--- src/hdl/mcl_ram.sv ---
// generic simple dual-port ram with registered read
module mcl_ram #(
  parameter int WIDTH = 8,
  parameter int DEPTH = 16
) (
  input  logic                     clk_i,
  input  logic                     we_i,
  input  logic [$clog2(DEPTH)-1:0] waddr_i,
  input  logic [WIDTH-1:0]         wdata_i,
  input  logic [$clog2(DEPTH)-1:0] raddr_i,
  output logic [WIDTH-1:0]         rdata_o
);

  logic [WIDTH-1:0] mem [DEPTH];
  logic [WIDTH-1:0] rdata_q;

  always_ff @(posedge clk_i) begin
    if (we_i) begin
      mem[waddr_i] <= wdata_i;
    end
    rdata_q <= mem[raddr_i];
  end

  assign rdata_o = rdata_q;

endmodule

--- config.mk ---
export PLATFORM = sky130hd
export DESIGN_NAME = mcl_ram
export DESIGN_NICKNAME = d
export VERILOG_FILES = /design/src/hdl/mcl_ram.sv
export SDC_FILE = /design/constraint.sdc
export NUM_CORES = 1
export LEC_CHECK = 0
export BUFFER_PORTS_ARGS = -buffer_cell sky130_fd_sc_hd__clkbuf_2
export CORE_MARGIN = 4
export CORE_UTILIZATION = 54
export DETAILED_ROUTE_END_ITERATION = 8
export PLACE_DENSITY = 0.86
export SLEW_MARGIN = 15
export SYNTH_ARGS = -nofsm -noshare
export SYNTH_HDL_FRONTEND = slang
export SYNTH_SLANG_ARGS = --single-unit
--- constraint.sdc ---
create_clock -name clk_i -period 2 [get_ports clk_i]
set_input_delay 0.4 -clock clk_i [delete_from_list [all_inputs] [get_ports clk_i]]
set_output_delay 0.4 -clock clk_i [all_outputs]
set_load 0.05 [all_outputs]
==> impl_results.md <==
* Peak supply drop at 0.577 mV
* Synth top area share at 0.747
* Status: complete, no violations
* Mapped Area at 5150 um2
* Initial antenna violation count at 1
* Clock network power share at 0.454
* Clock H-tree levels at 4
* PwrDens at 1070 nW/um2
* Setup TNS at 0 ns
* Crit-path slowest cell: dfxtp_1
* Sw frac at 0.216
* Lkg Pwr at 2.09 nW
* Number of global-route vias before repair at 2,650
* Max Clk Rate at 0.633 GHz
* Fin crit period at 1.58 ns
* Detailed Route Iter0 Violations at 244
* Final cell utilization of the core at 0.661
* Critical-path cell list: clkbuf_2
* Endpoint type of the worst setup path: output port
* Drt pass-1 iters at 5
* Post-DP HPWL at 6190 um
* Crit path depth at 1
* Hold WC Path Type: in -> reg
* Yosys reg bits at 136
* RSZ-0062 raised after global routing: no
* Net switching power at 0.00141 W
* PortBufs at 25
* Synth unique cells at 19
* Global-route wire length before repair at 15,900 um
* Critical path class: reg -> out
* Clock tree buffer depth at 2
* Initial Util at 0.557
* Comb power frac at 0.055
* Post-route ant nets at 0
* Yosys top cell by area: edfxtp_1
* Buffers and inverters on the worst path at 1
* R2r worst-path depth at 3
* Average size of a mapped cell at 22.5 um2
* Remaining global-route overflow at 0
* Total number of vias at 2,577
* Final Hold Viols at 0
* Final wirelength at 10,200 um
* Synth warnings at 0
* Critical Path RT at 1.60 ns
* Clock latency on the worst-skew pair at 0.53 ns
* DRC at 0
* Final layout net count at 301
* Hold Crit Start: wdata_i[3]
* DIE AREA at 11,200 um2
* # resized after CTS at 0
* TritonCTS Buffers at 17
* Vias per cell at 6.05
* Row count at 35
* Slew headroom at 0.584
* Commonest non-fill, non-tap cell in the layout: edfxtp_1
* Die width at 106 um
* Reg-to-reg startpoint: mem[10][4]
* Clock Sinks at 136
* GPL Wtd Cong at 0.740
* Wire length per cell at 23.9 um
* Max incr delay on CP at 0.36 ns
* CP delay by family, top: flip-flops
* Area Growth Syn to Fin at 18.6%
* Syn_nets at 247
* Number of max-cap violations at 0
* Clk_skew at 0.00618 ns
* Ranking of synthesized cells by area: edfxtp_1, mux4_2, mux4_1
* Commonest cells after routing, fill and taps aside: edfxtp_1, clkbuf_2, mux4_2, buf_4
* R2R setup slack at 0.58 ns
* Crit start category: flip-flop
* Largest net degree at the start of global routing at 33
* Total global-route track usage at 0.203
* Min-Delay Endpoint: mem[4][3]
* Cts hold-fix bufs at 0
* CP Max Fanout at 1
* Reg clk slew, reported paths at 0.06 ns
* Post-Synthesis Cells at 229
* Clock root buffer: clkbuf_8
* CTS tree: built
* Seq pwr share at 0.491
* Slew Limit Fails at 0
* Worst slew pin tran at 0.622 ns
* Setup bufs post-CTS at 0
* R2R Path End: rdata_o[4]
* Sequential area share after synthesis at 0.778
* Hold Path Cell Cnt at 1
* Layout cells sized above 1 at 0.324
* Number of setup violations in the final report at 0
* CP arrival at 1.18 ns
* Tcrit/Tclk final at 0.790
* I/O pins at 26
* Die H at 106 um
* CORE AREA at 9240 um2
* P_int at 0.00513 W
synthesized netlist by cell type, drive strengths merged:
master and number:
clkdlybuf4s25 3, buf 7, and2b 1, nor2b 1
nor3 4, dfxtp 8, a22oi 16, nand3 1
mux4 32, nand3b 2, nand2b 2, edfxtp 128
or3b 1, nor2 13, and2 1, nand2 9
metal layers:
metal	track usage	wire (um)	share of wire
met4	0.0879	299	0.029
met1	0.260	3760	0.37
met3	0.0563	814	0.080
met5	0	0	0
met2	0.328	5300	0.52
power groups by stage:
| stage | logic [W] | registers, W | clock network, W |
|---|---|---|---|
| after global routing | 0.000384 | 0.00321 | 0.00315 |
| after global placement | 0.000343 | 0.00326 | 0 |
| after floorplan | 0.000162 | 0.00333 | 0 |
| final | 0.000361 | 0.00321 | 0.00297 |
| after detailed placement | 0.000357 | 0.00327 | 0 |
| after CTS | 0.000363 | 0.00321 | 0.00300 |
area by class of cell:
class,count,area [um2]
sequential,136,4000
fill,559,3140
multi-input combinational,83,1060
antenna,1,2.50
clock buffer,18,428
clock inverter,14,151
tap,129,161
timing repair buffer,45,300
kinds of logic after synthesis:
group                  Yosys count  synth area share
flip-flops                     136             0.778
multiplexers                    32             0.150
AND/OR/NAND/NOR                 35            0.0318
buffers and inverters           10            0.0168
AO/OA/AOI/OAI                   16            0.0233
sequential cells by signal (all words and copies together), names as in the netlist:
register  flops
mem         128
rdata_o       8
worst max-delay path by stage:
stage	from	slack, ns	endpoint
2_1_floorplan	waddr_i[2]	0.11	mem[0][0]
4_1_cts	rdata_o[4]	0.41	rdata_o[4]
5_1_grt	rdata_o[4]	0.40	rdata_o[4]
3_3_place_gp	raddr_i[0]	0.11	rdata_o[3]
6_report	rdata_o[4]	0.42	rdata_o[4]
3_5_place_dp	raddr_i[0]	0.05	rdata_o[3]
metrics by stage:
step | hold WS (ns) | setup slack (ns) | instance area (um2) | cells | total power [W]
2_1_floorplan | 0.499 | 0.107 | 5150 | 229 | 0.00349
3_3_place_gp | 0.647 | 0.112 | 5520 | 393 | 0.00360
3_5_place_dp | 0.663 | 0.0510 | 5520 | 393 | 0.00362
4_1_cts | 0.289 | 0.405 | 6100 | 425 | 0.00657
5_1_grt | 0.317 | 0.395 | 6100 | 426 | 0.00675
6_report | 0.296 | 0.421 | 6100 | 426 | 0.00654
No activity file was read; power rests on OpenSTA's default activity.
