File: src/hdl/mcl_pkg.sv
// types, constants and helpers of the controller learn map
package mcl_pkg;

  localparam int NumParams    = 256;
  localparam int ChannelSlots = 17;
  localparam int NumCc        = 128;
  localparam int PW           = 8;
  localparam int CcW          = 7;
  localparam int ChW          = 5;
  localparam int ValW         = 16;
  localparam int MaxChannel   = 16;

  localparam logic [ValW-1:0] PickupReset = 16'd1638;
  localparam logic [ValW-1:0] TolReset    = 16'd33;

  localparam logic CfgPickup = 1'b0;
  localparam logic CfgTol    = 1'b1;

  typedef enum logic [2:0] {
    FN_MSG    = 3'd0,
    FN_LEARN  = 3'd1,
    FN_CANCEL = 3'd2,
    FN_SET    = 3'd3,
    FN_REMOVE = 3'd4,
    FN_CLEAR  = 3'd5,
    FN_QUERY  = 3'd6
  } func_e;

  typedef enum logic [1:0] {
    ST_DONE   = 2'd0,
    ST_REJECT = 2'd1,
    ST_NOMAP  = 2'd2
  } status_e;

  typedef struct packed {
    logic          valid;
    logic [PW-1:0] param;
  } owner_t;

  typedef owner_t [ChannelSlots-1:0] row_t;

  typedef struct packed {
    logic            latched;
    logic            lp_none;
    logic [ValW-1:0] lp;
    logic            lv_none;
    logic [ValW-1:0] lv;
  } tk_t;

  typedef struct packed {
    logic [CcW-1:0] cc;
    logic [ChW-1:0] ch;
    tk_t            tk;
  } pentry_t;

  localparam tk_t TkReset = '{latched: 1'b0, lp_none: 1'b1, lp: '0, lv_none: 1'b1, lv: '0};

  function automatic logic [ValW-1:0] absdiff(logic [ValW-1:0] a, logic [ValW-1:0] b);
    return (a > b) ? (a - b) : (b - a);
  endfunction

  // round(c * 32768 / 127) = 258c + floor((2c + 63) / 127)
  function automatic logic [ValW-1:0] scale_cc(logic [CcW-1:0] c);
    logic [8:0] t;
    logic [1:0] r;
    t = {1'b0, c, 1'b0} + 9'd63;
    r = (t >= 9'd254) ? 2'd2 : ((t >= 9'd127) ? 2'd1 : 2'd0);
    return ValW'(c) * 16'd258 + ValW'(r);
  endfunction

endpackage

File: src/hdl/mcl_takeover.sv
// soft takeover decision for one mapped parameter
module mcl_takeover
  import mcl_pkg::*;
(
  input  tk_t             tk_i,
  input  logic [ValW-1:0] cur_i,
  input  logic [ValW-1:0] val_i,
  input  logic [ValW-1:0] window_i,
  input  logic [ValW-1:0] tol_i,
  output tk_t             tk_o,
  output logic            write_o
);

  logic lat0;
  logic up;
  logic down;
  logic near;

  always_comb begin
    tk_o = tk_i;
    lat0 = tk_i.latched;
    if (tk_i.latched && !tk_i.lv_none && (absdiff(cur_i, tk_i.lv) > tol_i)) begin
      lat0 = 1'b0;
    end
    up   = (tk_i.lp <= cur_i) && (val_i >= cur_i);
    down = (tk_i.lp >= cur_i) && (val_i <= cur_i);
    near = absdiff(val_i, cur_i) < window_i;
    tk_o.latched = lat0;
    if (!lat0) begin
      if (!tk_i.lp_none && (up || down || near)) begin
        tk_o.latched = 1'b1;
      end
      tk_o.lp_none = 1'b0;
      tk_o.lp      = val_i;
    end
    if (tk_o.latched) begin
      tk_o.lv_none = 1'b0;
      tk_o.lv      = val_i;
    end
    write_o = tk_o.latched;
  end

endmodule

File: config.mk
export PLATFORM = sky130hd
export DESIGN_NAME = mcl_takeover
export DESIGN_NICKNAME = d
export VERILOG_FILES = /design/src/hdl/mcl_pkg.sv /design/src/hdl/mcl_takeover.sv
export SDC_FILE = /design/constraint.sdc
export NUM_CORES = 1
export LEC_CHECK = 0
export BUFFER_PORTS_ARGS = -buffer_cell sky130_fd_sc_hd__buf_2
export CORE_MARGIN = 4
export CORE_UTILIZATION = 61
export DETAILED_ROUTE_END_ITERATION = 8
export GPL_TIMING_DRIVEN = 1
export PLACE_DENSITY = 0.9
export RECOVER_POWER = 25
export SYNTH_ARGS = -nofsm -noshare
export SYNTH_HDL_FRONTEND = slang
export SYNTH_SLANG_ARGS = --single-unit
File: constraint.sdc
create_clock -name vclk -period 15.9
set_clock_uncertainty 0.15 [all_clocks]
set_input_delay 2.385 -clock vclk [all_inputs]
set_output_delay 2.385 -clock vclk [all_outputs]
set_load 0.05 [all_outputs]
==> results.yml <==
floorplanning:
  fp.coreArea_mm2: 0.00773
  start_util: 0.627
  ioPinCount: 135
  placement_rows: 32
  die_w_um: 97.1
  design.die.area_mm2: 0.00944
  dieHeight_um: 97.1
route:
  drt_drc_violations_left: 0
  postRouteAntennaNets: 0
  first_iter_violations: 283
  totalWireLength_mm: 15.0
  detailroute.via_count: 5431
  via_per_inst: 6.24
  routedWlPerCell_um: 17.3
  detailedRoute.firstPassIterationCount: 4
timing:
  worstMarginPinSlew_ps: 2030
  final_report_setup_violation_count: 0
  period_share: 0.766
  hold_viol: 0
  maximum_frequency_from_static_timing_analysis_mhz: 82.1
  rsz0062_at_grt: "false"
  fin_setup_tns_ps: 0
  maxSlewHeadroom: -0.360
  layout_min_cycle_time_ps: 12190
  report.final.slew_viol_count: 31
run_status:
  outcome: "finished, violations left"
  violations_in_the_final_reports: "max-capacitance violations, max-slew violations"
synthesis:
  netlist.area_leader.share: 0.281
  seq_area_frac_synth: 0
  netlist_instances: 660
  netlist_top_cells_count: "ha_1, inv_1, a21oi_1"
  synth_cell_types: 62
  yosys_warnings: 0
  mappedNetlistNets: 872
  post_synth_main_area_contributors: "ha_1, inv_1, a21oi_1, mux2i_1, a21o_1"
  post_synth.cell_area_avg_um2: 7.34
  synth.most_common_cell: "ha_1"
  yosysTopAreaCell: "ha_1"
  post_synth_instance_area_mm2: 0.00485
min_path:
  min-delay-path-class: "in -> out"
clock_network:
  setup_fix_bufs_post_cts: 0
  postCtsResizedCells: 0
  post_cts_hold_buffer_count: 0
place:
  io_buffer_count: 135
  gp_congestion: 0.982
  detailed_placement_wirelength_estimate_mm: 13.0
  placedCellCount: 871
layout:
  drive_gt1_frac: 0.208
  antenna-diode-count: 0
  sequential_cell_total: 0
  layout.filler_cells: 666
  area.sequential_um2: 0
  multi_input_area_mm2: 0.00431
  nClkBuffers: 0
  layout.cells.non_filler: 871
  fin_nets: 983
  area_growth_pct: 13.0
critical_path:
  slowest_stage: "a2bb2oi_1"
  worstSetupStartpoint: "tk_i[11]"
  cp_launch_type: "input port"
  setup.worst_path.class: "in -> out"
  timing.critical_path.fanout_max: 19
  capturing_element_of_the_worst_setup_path: "tk_o[15]"
  arrival_ps: 9650
  timing.critical_path.cells: "buf_2 > inv_1 > ha_1 > inv_1 > o31ai_1 > a41oi_1 > a21oi_1 > clkbuf_1 > mux2_2 > a41oi_1 > xnor2_1 > ha_1 > nand3_1 > nor4_1 > a21boi_1 > a2bb2oi_1 > o21ai_1 > o21ba_2 > mux2_2 > buf_2"
  required_ps: 13370
  worst_setup_path_end_kind: "output pin"
  max_stage_delay_ps: 1570
power:
  power.density_cell_area_mw_per_mm2: 60.6
  p_leak_nw: 2.99
  vdd_ir_drop_max_uv: 37.3
grt:
  grt_first_pass_wirelength_mm: 24.3
  first_global_vias: 5377
  grt_max_degree: 20
  grt_overflow_total: 0
  groute.usage.overall: 0.296
  initial_antenna_violation_count: 0
run:
  maxCapViolCount: 2
cell usage in the layout, fill, tap and decap left out, types with 3 or more instances in the layout:
master / count
nand3_1: 13
a221oi_1: 3
a31oi_1: 4
nor2_1: 30
nor2b_1: 9
and3_1: 5
fa_1: 4
nand4_1: 16
buf_2: 129
xnor2_1: 19
a41oi_1: 3
o31ai_1: 3
clkbuf_1: 7
mux2_2: 21
o211ai_1: 7
a211oi_1: 6
o31a_1: 3
a21o_1: 33
a22oi_1: 4
inv_1: 98
ha_1: 109
o221ai_1: 3
mux2i_1: 26
nor4_1: 5
and4_1: 4
o21ba_2: 3
o21a_1: 6
or3_1: 7
o21bai_1: 8
a211o_1: 3
and2_1: 4
nor3_1: 5
o21ai_0: 37
nand2b_1: 6
a2111oi_0: 3
nand2_1: 26
xor2_1: 10
a21oi_1: 60
where the power goes:
group          switching [mW]  internal, mW
Combinational           0.209         0.123
Clock                       0             0
Sequential                  0             0
per-stage QoR:
step | hold WS (ps) | power [mW] | setup slack (ps) | cell area, um2 | utilization
2_1_floorplan | 4890 | 0.254 | 6190 | 4850 | -
3_3_place_gp | 5060 | 0.318 | 5170 | 5500 | 0.712
3_5_place_dp | 5060 | 0.329 | 4820 | 5500 | 0.712
4_1_cts | 5060 | 0.330 | 4830 | 5500 | 0.712
5_1_grt | 5070 | 0.359 | 3100 | 5480 | 0.709
6_report | 5070 | 0.332 | 3710 | 5480 | 0.709
worst min-delay path by stage:
| stage | depth (start not counted) | slack, ps | startpoint | to |
|---|---|---|---|---|
| 2_1_floorplan | 1 | 4890 | tk_i[33] | tk_o[33] |
| 3_3_place_gp | 4 | 5060 | val_i[0] | tk_o[17] |
| 3_5_place_dp | 4 | 5060 | tk_i[17] | tk_o[17] |
| 4_1_cts | 4 | 5060 | tk_i[17] | tk_o[17] |
| 5_1_grt | 4 | 5070 | tk_i[17] | tk_o[17] |
| 6_report | 4 | 5070 | tk_i[17] | tk_o[17] |
area by class of cell:
type / instances / area share
Inverter: 98 / 0.0672
Timing Repair Buffer: 136 / 0.123
Tap cell: 102 / 0.0233
Multi-Input combinational cell: 535 / 0.787
routing by layer:
layer,vias to the layer above,share of wire,GRT usage
met5,-,0,0
met4,0,0.030,0.0864
met3,44,0.066,0.0215
met2,245,0.50,0.549
met1,2526,0.41,0.360
li1,2616,-,-
critical path: cells and delay by family:
kind            cells  cell delay, ps
buf+inv             5            1110
mux                 2             820
fa+ha+maj           2             730
compound gates      8            4070
xor+xnor            1             120
simple gates        2             400
cell families (layout without fill, tap and decap cells):
| logic type | Yosys count | after routing | share of synthesized area |
|---|---|---|---|
| multiplexers | 47 | 47 | 0.102 |
| buffers and inverters | 125 | 234 | 0.108 |
| XOR/XNOR | 29 | 29 | 0.0524 |
| adder cells (fa/ha/maj) | 113 | 113 | 0.298 |
| AND/OR/NAND/NOR | 136 | 136 | 0.146 |
| AO/OA/AOI/OAI | 210 | 210 | 0.293 |
No activity file was read; power rests on OpenSTA's default activity.
